File: src/rtl/aclc_pkg.sv
// Shared types and constants for the auxiliary core lifecycle controller.
`default_nettype none

package aclc_pkg;

  localparam int unsigned DataW = 32;
  localparam int unsigned KindW = 4;
  localparam int unsigned AddrW = 5;

  localparam logic [DataW-1:0] TcmBaseRst    = 32'h007F_8000;
  localparam logic [DataW-1:0] OcramFirstRst = 32'h0091_0000;
  localparam logic [DataW-1:0] OcramLastRst  = 32'h0091_0000 + 32'h0000_EFFF;
  localparam logic [DataW-1:0] DramFirstRst  = 32'h0000_0000;
  localparam logic [DataW-1:0] DramLastRst   = 32'h0000_0000;
  localparam logic [DataW-1:0] LoadAddrRst   = 32'h007F_8000;

  typedef enum logic [KindW-1:0] {
    KIND_START      = 4'd0,
    KIND_STOP       = 4'd1,
    KIND_PAUSE      = 4'd2,
    KIND_CONTINUE   = 4'd3,
    KIND_OFF        = 4'd4,
    KIND_RUN_STORED = 4'd5,
    KIND_RUN_AT     = 4'd6,
    KIND_SET_ADDR   = 4'd7,
    KIND_QUERY      = 4'd8
  } kind_e;

  typedef enum logic [1:0] {
    ST_OFF     = 2'd0,
    ST_STOPPED = 2'd1,
    ST_RUNNING = 2'd2,
    ST_PAUSED  = 2'd3
  } core_state_e;

  typedef enum logic [1:0] {
    RES_OK      = 2'd0,
    RES_DENIED  = 2'd1,
    RES_BADADDR = 2'd2
  } status_e;

  typedef enum logic [2:0] {
    REG_TCM_BASE    = 3'd0,
    REG_OCRAM_FIRST = 3'd1,
    REG_OCRAM_LAST  = 3'd2,
    REG_DRAM_FIRST  = 3'd3,
    REG_DRAM_LAST   = 3'd4
  } reg_idx_e;

endpackage

`default_nettype wire

File: src/rtl/aux_core_lifecycle_controller.sv
// An accepted command is held in the command register, then moves into the result register once it has room.
// Throughput: one command per cycle while out_ready_i takes results; the command register and the result register
//   each advance whenever the stage behind them has room, so stalls do not bubble.
// The core state and load address update in the decode stage, in command order.
// Reset (rst_ni low, asynchronous): core off, load address 0x007F8000, both stages
//   empty, configuration registers at their documented defaults.
`default_nettype none

module aux_core_lifecycle_controller (
  input  wire logic                          clk_i,
  input  wire logic                          rst_ni,
  // command channel
  input  wire logic                          in_valid_i,
  output logic                               in_ready_o,
  input  wire logic [aclc_pkg::KindW-1:0]    kind_i,
  input  wire logic [aclc_pkg::DataW-1:0]    target_address_i,
  // result channel
  output logic                               out_valid_o,
  input  wire logic                          out_ready_i,
  output logic [1:0]                         status_o,
  output logic [1:0]                         core_state_o,
  output logic                               hold_in_reset_o,
  output logic                               clock_on_o,
  output logic                               core_enabled_o,
  output logic                               copy_vector_o,
  output logic [aclc_pkg::DataW-1:0]         copy_source_o,
  output logic [aclc_pkg::DataW-1:0]         load_address_o,
  // configuration port
  input  wire logic                          psel,
  input  wire logic                          penable,
  input  wire logic                          pwrite,
  input  wire logic [aclc_pkg::AddrW-1:0]    paddr,
  input  wire logic [aclc_pkg::DataW-1:0]    pwdata,
  output logic [aclc_pkg::DataW-1:0]         prdata,
  output logic                               pready
);
  import aclc_pkg::*;

  // ---------------------------------------------------------------
  // Configuration registers
  // ---------------------------------------------------------------
  logic [DataW-1:0] tcm_base_q, ocram_first_q, ocram_last_q, dram_first_q, dram_last_q;
  logic             cfg_wr;
  logic [2:0]       cfg_idx;

  assign pready  = 1'b1;
  assign cfg_wr  = psel & penable & pwrite;
  assign cfg_idx = paddr[AddrW-1:2];

  always_ff @(posedge clk_i or negedge rst_ni) begin
    if (!rst_ni) begin
      tcm_base_q    <= TcmBaseRst;
      ocram_first_q <= OcramFirstRst;
      ocram_last_q  <= OcramLastRst;
      dram_first_q  <= DramFirstRst;
      dram_last_q   <= DramLastRst;
    end else if (cfg_wr) begin
      unique case (cfg_idx)
        REG_TCM_BASE:    tcm_base_q    <= pwdata;
        REG_OCRAM_FIRST: ocram_first_q <= pwdata;
        REG_OCRAM_LAST:  ocram_last_q  <= pwdata;
        REG_DRAM_FIRST:  dram_first_q  <= pwdata;
        REG_DRAM_LAST:   dram_last_q   <= pwdata;
        default: ;  // holes in the map ignore writes
      endcase
    end
  end

  always_comb begin
    unique case (cfg_idx)
      REG_TCM_BASE:    prdata = tcm_base_q;
      REG_OCRAM_FIRST: prdata = ocram_first_q;
      REG_OCRAM_LAST:  prdata = ocram_last_q;
      REG_DRAM_FIRST:  prdata = dram_first_q;
      REG_DRAM_LAST:   prdata = dram_last_q;
      default:         prdata = '0;
    endcase
  end

  // ---------------------------------------------------------------
  // Handshake: command register feeding result register
  // ---------------------------------------------------------------
  logic             cmd_valid_q;
  logic [KindW-1:0] kind_q;
  logic [DataW-1:0] target_q;
  logic             out_valid_q;
  logic             res_load;   // result register can take a new result
  logic             cmd_fire;   // command in decode moves into result register
  logic             in_acc;

  assign res_load   = ~out_valid_q | out_ready_i;
  assign cmd_fire   = cmd_valid_q & res_load;
  assign in_ready_o = ~cmd_valid_q | res_load;
  assign in_acc     = in_valid_i & in_ready_o;

  always_ff @(posedge clk_i or negedge rst_ni) begin
    if (!rst_ni) begin
      cmd_valid_q <= 1'b0;
    end else if (in_acc) begin
      cmd_valid_q <= 1'b1;
    end else if (cmd_fire) begin
      cmd_valid_q <= 1'b0;
    end
  end

  always_ff @(posedge clk_i) begin
    if (in_acc) begin
      kind_q   <= kind_i;
      target_q <= target_address_i;
    end
  end

  // ---------------------------------------------------------------
  // Core state machine and stored load address
  // ---------------------------------------------------------------
  core_state_e      core_state_q, core_state_d;
  logic [DataW-1:0] load_addr_q, load_addr_d;
  logic [DataW-1:0] boot_addr;
  logic             boot_zero, boot_is_tcm, addr_ok;

  assign boot_addr   = (kind_q == KIND_RUN_STORED) ? load_addr_q : target_q;
  assign boot_zero   = (boot_addr == '0);
  assign boot_is_tcm = (boot_addr == tcm_base_q);
  // empty window when first > last falls out of the two compares
  assign addr_ok     = (target_q == tcm_base_q)
                     | ((ocram_first_q <= target_q) & (target_q <= ocram_last_q))
                     | ((dram_first_q <= target_q) & (target_q <= dram_last_q));

  // next state
  always_comb begin
    core_state_d = core_state_q;
    load_addr_d  = load_addr_q;
    unique case (kind_q)
      KIND_START:    if (core_state_q == ST_OFF) core_state_d = ST_STOPPED;
      KIND_STOP:     core_state_d = ST_STOPPED;
      KIND_PAUSE:    if (core_state_q == ST_RUNNING) core_state_d = ST_PAUSED;
      KIND_CONTINUE: if (core_state_q == ST_PAUSED) core_state_d = ST_RUNNING;
      KIND_OFF:      core_state_d = ST_OFF;
      KIND_RUN_STORED, KIND_RUN_AT: begin
        // a run always passes through stopped; a zero boot address parks it there
        core_state_d = boot_zero ? ST_STOPPED : ST_RUNNING;
      end
      KIND_SET_ADDR: if (addr_ok) load_addr_d = target_q;
      default: ;
    endcase
  end

  // outputs of the decode
  status_e          status_c;
  logic             copy_c;
  logic [DataW-1:0] src_c;

  always_comb begin
    status_c = RES_OK;
    copy_c   = 1'b0;
    src_c    = '0;
    unique case (kind_q)
      KIND_START:    if (core_state_q != ST_OFF) status_c = RES_DENIED;
      KIND_STOP:     ;
      KIND_PAUSE:    if (core_state_q != ST_RUNNING) status_c = RES_DENIED;
      KIND_CONTINUE: if (core_state_q != ST_PAUSED) status_c = RES_DENIED;
      KIND_OFF:      ;
      KIND_RUN_STORED, KIND_RUN_AT: begin
        if (boot_zero) begin
          status_c = RES_BADADDR;
        end else if (!boot_is_tcm) begin
          // vector already sits at the TCM base when booting from there
          copy_c = 1'b1;
          src_c  = boot_addr;
        end
      end
      KIND_SET_ADDR: if (!addr_ok) status_c = RES_BADADDR;
      KIND_QUERY:    ;
      default:       status_c = RES_DENIED;
    endcase
  end

  always_ff @(posedge clk_i or negedge rst_ni) begin
    if (!rst_ni) begin
      core_state_q <= ST_OFF;
      load_addr_q  <= LoadAddrRst;
    end else if (cmd_fire) begin
      core_state_q <= core_state_d;
      load_addr_q  <= load_addr_d;
    end
  end

  // ---------------------------------------------------------------
  // Result register
  // ---------------------------------------------------------------
  logic [1:0]       status_q, state_q;
  logic             hold_q, clk_on_q, enable_q, copy_q;
  logic [DataW-1:0] src_q, load_out_q;

  always_ff @(posedge clk_i or negedge rst_ni) begin
    if (!rst_ni) begin
      out_valid_q <= 1'b0;
    end else if (res_load) begin
      out_valid_q <= cmd_valid_q;
    end
  end

  always_ff @(posedge clk_i) begin
    if (cmd_fire) begin
      status_q   <= status_c;
      state_q    <= core_state_d;
      hold_q     <= (core_state_d == ST_OFF) | (core_state_d == ST_STOPPED);
      clk_on_q   <= (core_state_d == ST_STOPPED) | (core_state_d == ST_RUNNING);
      enable_q   <= (core_state_d != ST_OFF);
      copy_q     <= copy_c;
      src_q      <= src_c;
      load_out_q <= load_addr_d;
    end
  end

  assign out_valid_o     = out_valid_q;
  assign status_o        = status_q;
  assign core_state_o    = state_q;
  assign hold_in_reset_o = hold_q;
  assign clock_on_o      = clk_on_q;
  assign core_enabled_o  = enable_q;
  assign copy_vector_o   = copy_q;
  assign copy_source_o   = src_q;
  assign load_address_o  = load_out_q;

`ifndef SYNTHESIS
  // a copy request only goes with a successful run
  a_copy_means_run: assert property (@(posedge clk_i) disable iff (!rst_ni)
    (out_valid_o && copy_vector_o) |-> (status_o == RES_OK && core_state_o == ST_RUNNING))
    else $error("copy request without successful run");

  // no copy source leaks out with a failed command
  a_bad_no_copy: assert property (@(posedge clk_i) disable iff (!rst_ni)
    (out_valid_o && status_o != RES_OK) |-> (!copy_vector_o && copy_source_o == '0))
    else $error("copy on failed command");

  // drive bits agree with the reported state
  a_drive_bits: assert property (@(posedge clk_i) disable iff (!rst_ni)
    out_valid_o |-> (core_enabled_o == (core_state_o != ST_OFF)
                     && hold_in_reset_o == (core_state_o == ST_OFF || core_state_o == ST_STOPPED)))
    else $error("drive bits inconsistent with state");

  // state only moves when a command leaves decode
  a_state_holds: assert property (@(posedge clk_i) disable iff (!rst_ni)
    !cmd_fire |=> ($stable(core_state_q) && $stable(load_addr_q)))
    else $error("core state changed without a command");

  // an empty decode stage never blocks the command channel
  a_ready_when_empty: assert property (@(posedge clk_i) disable iff (!rst_ni)
    !cmd_valid_q |-> in_ready_o)
    else $error("command channel stalled with empty decode");
`endif

endmodule

`default_nettype wire

File: config.mk
export PLATFORM = sky130hd
export DESIGN_NAME = aux_core_lifecycle_controller
export DESIGN_NICKNAME = d
export VERILOG_FILES = /design/src/rtl/aclc_pkg.sv /design/src/rtl/aux_core_lifecycle_controller.sv
export SDC_FILE = /design/constraint.sdc
export NUM_CORES = 1
export LEC_CHECK = 0
export BUFFER_PORTS_ARGS = -buffer_cell sky130_fd_sc_hd__buf_2
export CAP_MARGIN = 0
export CELL_PAD_IN_SITES_DETAIL_PLACEMENT = 2
export CELL_PAD_IN_SITES_GLOBAL_PLACEMENT = 2
export CORE_MARGIN = 2
export CORE_UTILIZATION = 30
export DETAILED_ROUTE_END_ITERATION = 16
export MAX_ROUTING_LAYER = met4
export PLACE_DENSITY = 0.71
export SYNTH_ARGS = -nofsm -noshare
export SYNTH_HDL_FRONTEND = slang
export SYNTH_SLANG_ARGS = --single-unit
File: constraint.sdc
create_clock -name clk_i -period 2.95 [get_ports clk_i]
set_input_delay 0.4425 -clock clk_i [delete_from_list [all_inputs] [get_ports clk_i]]
set_output_delay 0.4425 -clock clk_i [all_outputs]
set_load 0.01 [all_outputs]
==> results of run 1 <==
-- layout make-up --
type / count / share of cell area [%]
diodes: 6 / 0.0626
inverters: 105 / 1.65
well taps: 704 / 3.67
flip-flops and latches: 304 / 34.2
clock buffers: 59 / 4.80
multi-input cells: 978 / 37.9
repair buffers: 536 / 17.3
clock inverters: 10 / 0.449
-- power groups by stage --
stage	Clock, mW	Combinational, mW	Sequential, mW
after detailed placement	0	4.49	6.03
after floorplan	0	2.17	5.92
after global placement	0	4.22	5.97
after CTS	4.91	4.97	5.98
after global routing	5.16	5.73	6.13
final	4.96	5.44	6.08
-- worst max-delay path, delay by kind of cell (launching register included) --
kind,cells,cell delay [ns]
buffers and inverters,8,1.27
AND/OR/NAND/NOR,4,0.73
AO/OA/AOI/OAI,2,0.41
flip-flops,1,0.39
adder cells (fa/ha/maj),1,0.35
multiplexers,1,0.33
-- state kept, by name, indices dropped and copies added (netlist names), 2 cells and up --
name,count
load_addr_q,32
dram_first_q,32
kind_q,4
load_address_o,32
dram_last_q,32
core_state_q,2
ocram_first_q,32
copy_source_o,32
tcm_base_q,32
status_o,2
target_q,32
ocram_last_q,32
core_state_o,2
-- per-layer routing --
layer | vias to the layer above | track usage [%] | share of wire, %
li1 | 6306 | - | -
met1 | 7906 | 35.1 | 41
met2 | 639 | 48.5 | 49
met3 | 222 | 4.49 | 5.2
met4 | 0 | 12.5 | 5.1
met5 | - | - | 0
-- worst max-delay path by stage --
stage                 start            endpoint  slack [ns]
3_3_place_gp    target_q[7]  load_address_o[10]       -0.74
4_1_cts         target_q[5]   load_address_o[2]       -0.47
5_1_grt        target_q[25]     load_addr_q[26]       -0.72
3_5_place_dp    target_q[5]  load_address_o[10]       -0.77
6_report       target_q[25]     load_addr_q[26]       -0.68
2_1_floorplan     kind_q[3]     hold_in_reset_o       -0.09
-- placed cells by master (no fill, tap or decap), drive strengths merged, types with 5 or more instances in the layout --
cell type / n
clkbuf: 61
ha: 130
a21oi: 57
nor4: 21
nand2b: 5
nand2: 130
nand4: 41
clkinv: 6
dfrtp: 159
edfxtp: 108
mux2i: 63
diode: 6
or4: 5
nand3: 16
o21ai: 112
nor3: 11
and4: 5
a221oi: 6
a221o: 36
mux2: 162
xnor2: 65
dfstp: 37
inv: 107
nor2: 57
a21o: 15
buf: 533
-- through the flow --
step           power (mW)  hold slack [ns]  setup TNS (ns)  cell area (um^2)
6_report             16.5           0.0336          -54.48             24000
4_1_cts              15.9           0.0373          -29.42             23500
3_5_place_dp         10.5            0.501          -57.07             20800
3_3_place_gp         10.2            0.476          -51.44             20800
5_1_grt              17.0           0.0358          -58.28             24000
2_1_floorplan        8.09            0.147           -2.02             17000
-- cells by family after synthesis --
logic type                 share of synthesized area (%)
AOI/OAI and AO/OA                                   9.43
xor gates and xnor gates                            3.43
adders and majority gates                           9.81
buffers and inverters                               4.27
DFF                                                 49.4
muxes                                               14.8
other                                             0.0226
and+or+nand+nor                                     8.84
-- timing repair --
item                       4_1_cts  5_1_grt
hold endpoints to repair        48        0
pin swaps                       44       33
gates resized for setup        149      108
setup buffers                   48       22
gates cloned                    10        1
setup endpoints to repair      102      105
hold buffers                     1        0
==> metrics.log, run 1 <==
[metrics] Clock Skew: 0.0272 ns
[metrics] H-tree Lvls: 2
[metrics] maximum cell stage delay along the critical path: 0.39 ns
[metrics] number of synthesis warnings: 0
[metrics] flip-flop cell with the highest count after synthesis: sky130_fd_sc_hd__dfrtp_1
[metrics] height of the chip: 239 um
[metrics] share of final-layout standard cells stronger than drive strength 1: 47.5%
[metrics] pin count of the biggest net entering global routing: 75
[metrics] power per standard cell area: just under 700 mW/mm^2
[metrics] total of fill cells in the finished design: 5507
[metrics] post-route insts no fill: 2702
[metrics] number of nets in the layout: 2173
[metrics] clock transition at the register clock pins on the worst setup and hold paths after CTS: 0.07 ns
[metrics] Die Footprint: roughly 0.057 mm^2
[metrics] data arrival time of the critical path: approximately 4 ns
[metrics] Setup crit end kind: register
[metrics] hold_sp: target_address_i[1]
[metrics] Comb power frac: 33.0%
[metrics] maximum resistive drop on vdd: about 350 uV
[metrics] half-perimeter wire length after placement: 52.1 mm
[metrics] Register-to-Register Path Depth: 16
[metrics] vias per cell: 5.58
[metrics] antenna violations before repair: 7
[metrics] Vias: 15073
[metrics] share of flip-flops with an asynchronous set or reset: between 60% and 70%
[metrics] violation count after the first detailed-routing iteration: 1149
[metrics] netlist area before placement: between 0.015 and 0.02 mm^2
[metrics] first-pass GRT wire length: 117 mm
[metrics] sum of overflow across all layers after global routing: 0
[metrics] NetSw: 5.73 mW
[metrics] final worst path period need: about 3.6 ns
[metrics] transition time at the pin with the least slew margin: 0.772 ns
[metrics] Yosys top cell area share: approximately a quarter
[metrics] cell types with the largest area share after synthesis: sky130_fd_sc_hd__dfrtp_1 24%, sky130_fd_sc_hd__edfxtp_1 20%, sky130_fd_sc_hd__mux2_2 11%
[metrics] classification of the worst-slack hold path: in2reg
[metrics] Mapped Nets: 1655
[metrics] TritonCTS buffer count: 38
[metrics] fraction of the yosys area taken by sequential cells: between 40% and 50%
[metrics] gate count after technology mapping: between 1000 and 1500
[metrics] switching part of the total power: 34.8%
[metrics] number of cells in the design after placement: 2562
[metrics] antenna viol nets, final: 0
[metrics] area leader, netlist: sky130_fd_sc_hd__dfrtp_1
[metrics] internal power: 10.8 mW
[metrics] total routing usage reported by global routing: 29.1%
[metrics] Final setup viols: 103
[metrics] number of global-route vias before repair: 16744
[metrics] total wire length: 84.8 mm
[metrics] number of input and output port buffers inserted: around 180
[metrics] fin util: 43.7%
[metrics] area of combinational cells with multiple inputs: 0.00908 mm^2
[metrics] most instantiated library cell after synthesis: sky130_fd_sc_hd__dfrtp_1
[metrics] failing checks: negative setup slack
[metrics] Max Transition Viols Final: 0
[metrics] floorplan die width: between 200 and 250 um
[metrics] Reg-to-Reg Start: target_q[25]
[metrics] cell with the largest stage delay on the worst path: sky130_fd_sc_hd__edfxtp_1
[metrics] critical path launch point type: register
[metrics] Worst Setup Path Type: reg2reg
[metrics] Mean Syn Cell Area: 11.5 um^2
[metrics] standby leakage power: 10.7 nW
[metrics] leading cell types by count after synthesis: 159 x sky130_fd_sc_hd__dfrtp_1, 158 x sky130_fd_sc_hd__mux2_2, 130 x sky130_fd_sc_hd__ha_1, 130 x sky130_fd_sc_hd__nand2_1, 112 x sky130_fd_sc_hd__o21ai_0
[metrics] remaining max-slew budget at the tightest pin: between 40% and 50%
[metrics] TritonCTS Sinks: just over 300
[metrics] row cnt: 86
[metrics] flop and latch count out of synthesis: 304
[metrics] CTS tree: built
[metrics] DRT Pass-1 Iters: 7
[metrics] worst reg2reg endpoint: load_addr_q[26]
[metrics] ordered cell list for the critical path: buf_4 > inv_1 > ha_1 > buf_4 > nand4_1 > buf_4 > nor4_2 > buf_4 > nand3_1 > nand2_1 > o22ai_4 > buf_12 > a211oi_4 > buf_6 > buf_16 > mux2_4
[metrics] Cell variety after synth: between 50 and 60
[metrics] pre-CTS WS: -0.769 ns
[metrics] fraction of power consumed by the clock network: 30.1%
[metrics] buffer levels on the longest clock path: 3
[metrics] most repeated library cell on the critical path: sky130_fd_sc_hd__buf_4
[metrics] data required time of the critical path: 3.39 ns
[metrics] Placer Congestion: 0.885
[metrics] share of total power in sequential cells: 36.9%
[metrics] Area Overhead vs Synth: 44.6%
[metrics] CORE AREA: 0.0549 mm^2
[metrics] clock root buffer: sky130_fd_sc_hd__clkbuf_16
[metrics] number of flops mapped to enable cells by yosys: 108
[metrics] FF-to-FF setup slack: -0.68 ns
[metrics] status: complete, but fails checks
[metrics] setup slack of the critical path after layout: -0.685 ns
[metrics] I/O Pins: about 190
[metrics] Max Cap Violations: 0
[metrics] DRC errors left: 0
[metrics] fmax: 275 MHz
[metrics] starting density of the core: 30.2%
[metrics] largest fanout of any net on the critical path: 8
[metrics] hold-critical path depth: 1
[metrics] number of hold violations in the final report: 0
[metrics] sink of the worst hold path: target_q[1]
[metrics] post-detailed-route wirelength per cell: around 31 um
[metrics] later-pin clock latency in the skew report: between 0.5 and 0.6 ns
[metrics] unrepaired setup endpoints after global routing: true
[metrics] share of the clock period used by the worst path after layout: 123%
[metrics] area of all sequential standard cells: 0.00819 mm^2
Power figures use the tool's default switching activity.
==> inputs of run 2 (changes only) <==
RECOVER_POWER = 50   (was unset)
==> run 2 against run 1 <==
  * The flow finishes with violations (max-capacitance violations, max-slew violations, negative setup slack)
  * Core utilization shrank 0.22 points
  * Combinational power about the same
  * Maximum frequency hardly changed
  * Sequential power hardly changed
  * Count of clock-buffer cells in the layout unchanged
  * Routed wire length rose by 0.23%
==> metrics.log, run 2 (synthesis gave the netlist of run 1 again) <==
[metrics] TritonCTS Sinks: 304
[metrics] met3 usage: 4.49%
[metrics] later-pin clock latency in the skew report: 0.58 ns
[metrics] transition time at the pin with the least slew margin: roughly 1.9 ns
[metrics] Setup crit end kind: register
[metrics] number of hold violations in the final report: 0
[metrics] clock transition at the register clock pins on the worst setup and hold paths after CTS: roughly 0.07 ns
[metrics] routing usage on met2: roughly half
[metrics] worst reg2reg endpoint: load_addr_q[26]
[metrics] post-detailed-route wirelength per cell: between 30 and 40 um
[metrics] Worst Setup Path Type: reg2reg
[metrics] share of the clock period used by the worst path after layout: 123%
[metrics] FF-to-FF setup slack: -0.68 ns
[metrics] floorplan die width: 239 um
[metrics] share of final-layout standard cells stronger than drive strength 1: 45.9%
[metrics] classification of the worst-slack hold path: in2reg
[metrics] data required time of the critical path: approximately 3.4 ns
[metrics] antenna violations before repair: 7
[metrics] critical path launch point type: register
[metrics] first-pass GRT wire length: 117 mm
[metrics] number of input and output port buffers inserted: 183
[metrics] CORE AREA: 0.0549 mm^2
[metrics] final worst path period need: around 3.6 ns
[metrics] total wire length: 85.0 mm
[metrics] DRC errors left: 0
[metrics] setup slack of the critical path after layout: -0.684 ns
[metrics] Final setup viols: 103
[metrics] pre-CTS WS: -0.769 ns
[metrics] number of nets in the layout: roughly 2200
[metrics] Placer Congestion: 0.885
[metrics] gr busiest metal: met2
[metrics] antenna viol nets, final: 0
[metrics] Max Transition Viols Final: 192
[metrics] area of all sequential standard cells: 0.00819 mm^2
[metrics] Die Footprint: about 0.057 mm^2
[metrics] pin count of the biggest net entering global routing: 75
[metrics] Reg-to-Reg Start: target_q[25]
[metrics] height of the chip: 239 um
[metrics] hold-critical path depth: 1
[metrics] Vias: 15040
[metrics] met1 track utilization from global routing: between 30% and 40%
[metrics] largest fanout of any net on the critical path: 8
[metrics] commonest non-fill, non-tap cell in the layout: sky130_fd_sc_hd__buf_4
[metrics] Register-to-Register Path Depth: 16
[metrics] H-tree Lvls: 2
[metrics] fmax: between 200 and 300 MHz
[metrics] total routing usage reported by global routing: between 20 and 30%
[metrics] unrepaired setup endpoints after global routing: true
[metrics] sink of the worst hold path: target_q[1]
[metrics] half-perimeter wire length after placement: ~52 mm
[metrics] number of global-route vias before repair: about 17000
[metrics] failing checks: max-capacitance violations, max-slew violations, negative setup slack
[metrics] standby leakage power: 10.6 nW
[metrics] Max Cap Violations: 3
[metrics] sum of overflow across all layers after global routing: 0
[metrics] maximum resistive drop on vdd: 348 uV
[metrics] violation count after the first detailed-routing iteration: 1105
[metrics] Total Power Consumption: 16.5 mW
[metrics] total of fill cells in the finished design: 5533
[metrics] DRT Pass-1 Iters: 5
[metrics] status: complete, but fails checks
[metrics] clock root buffer: sky130_fd_sc_hd__clkbuf_16
[metrics] buffer levels on the longest clock path: 3
[metrics] vias per cell: approximately 5.6
[metrics] I/O Pins: 187
[metrics] hold_sp: target_address_i[1]
[metrics] Area Overhead vs Synth: 43.8%
[metrics] row cnt: 86
[metrics] data arrival time of the critical path: between 4 and 5 ns
[metrics] commonest cells after routing, fill and taps aside: 291 x sky130_fd_sc_hd__buf_4, 159 x sky130_fd_sc_hd__dfrtp_1, 155 x sky130_fd_sc_hd__buf_2, 130 x sky130_fd_sc_hd__nand2_1, 115 x sky130_fd_sc_hd__ha_1
[metrics] remaining max-slew budget at the tightest pin: -26.9%
[metrics] Clock Skew: 0.0272 ns
[metrics] TritonCTS buffer count: 38
[metrics] power per standard cell area: 691 mW/mm^2
[metrics] CTS tree: built
[metrics] area of combinational cells with multiple inputs: 0.00907 mm^2
[metrics] starting density of the core: 30.2%
run 2: changes by cell type in the layout (fill, tap and decap cells not counted), moves of 5 or more:
cell | previous run | this run
sky130_fd_sc_hd__buf_12 | 29 | 24
sky130_fd_sc_hd__clkbuf_2 | 0 | 5
sky130_fd_sc_hd__clkbuf_1 | 10 | 37
sky130_fd_sc_hd__buf_2 | 182 | 155
run 2: through the flow:
step	setup TNS, ns	instance area (um^2)	cells	utilization (%)	hold WS, ns
global route	-63.79	23900	2703	43.5	0.0358
finish	-53.54	23900	2703	43.5	0.0418
floorplan	-2.02	17000	1445	-	0.147
global placement	-51.44	20800	2562	38.0	0.476
detailed placement	-57.07	20800	2562	38.0	0.501
CTS	-29.42	23500	2685	42.7	0.0373
run 2: timing repair:
| item | CTS | global route |
|---|---|---|
| buffers inserted | 48 | 22 |
| gates resized for setup | 149 | 108 |
| endpoints found under the setup margin | 102 | 105 |
| cloned | 10 | 1 |
| endpoints found under the hold margin | 48 | 0 |
| hold buffers | 1 | 0 |
| pin swaps | 44 | 33 |
run 2: per-layer routing:
layer / wire, um / vias up
li1: - / 6312
met4: 4310 / 0
met3: 4700 / 214
met2: 41400 / 665
met5: 0 / -
met1: 34600 / 7849
run 2: report_power, final:
group,switching (mW),total (mW),internal [mW]
clock,2.10,4.96,2.87
combinational,2.86,5.43,2.57
sequential,0.776,6.09,5.31
total,5.74,16.5,10.7
run 2: how the worst max path moves through the flow:
stage	slack (ns)	startpoint	cells past startpoint	end
finish	-0.68	target_q[25]	16	load_addr_q[26]
global route	-0.72	target_q[25]	16	load_addr_q[26]
CTS	-0.47	target_q[5]	10	load_address_o[2]
detailed placement	-0.77	target_q[5]	10	load_address_o[10]
global placement	-0.74	target_q[7]	10	load_address_o[10]
floorplan	-0.09	kind_q[3]	11	hold_in_reset_o
run 2: final cells by class:
type	instances	area share [%]
tap	704	3.69
inverter	105	1.66
antenna	7	0.0734
timing repair buffer	536	16.9
sequential	304	34.3
clock inverter	10	0.451
clock buffer	59	4.82
multi-input combinational	978	38.0
run 2: worst max-delay path: stages, from the launching register on:
cell,delay (ns)
sky130_fd_sc_hd__edfxtp_1,0.39
sky130_fd_sc_hd__buf_4,0.16
sky130_fd_sc_hd__inv_1,0.11
sky130_fd_sc_hd__ha_1,0.36
sky130_fd_sc_hd__buf_4,0.12
sky130_fd_sc_hd__nand4_1,0.16
sky130_fd_sc_hd__buf_4,0.20
sky130_fd_sc_hd__nor4_2,0.31
sky130_fd_sc_hd__buf_4,0.19
sky130_fd_sc_hd__nand3_1,0.09
sky130_fd_sc_hd__nand2_1,0.15
sky130_fd_sc_hd__o22ai_4,0.12
sky130_fd_sc_hd__buf_12,0.14
sky130_fd_sc_hd__a211oi_4,0.30
sky130_fd_sc_hd__buf_6,0.19
sky130_fd_sc_hd__buf_16,0.16
sky130_fd_sc_hd__mux2_4,0.33
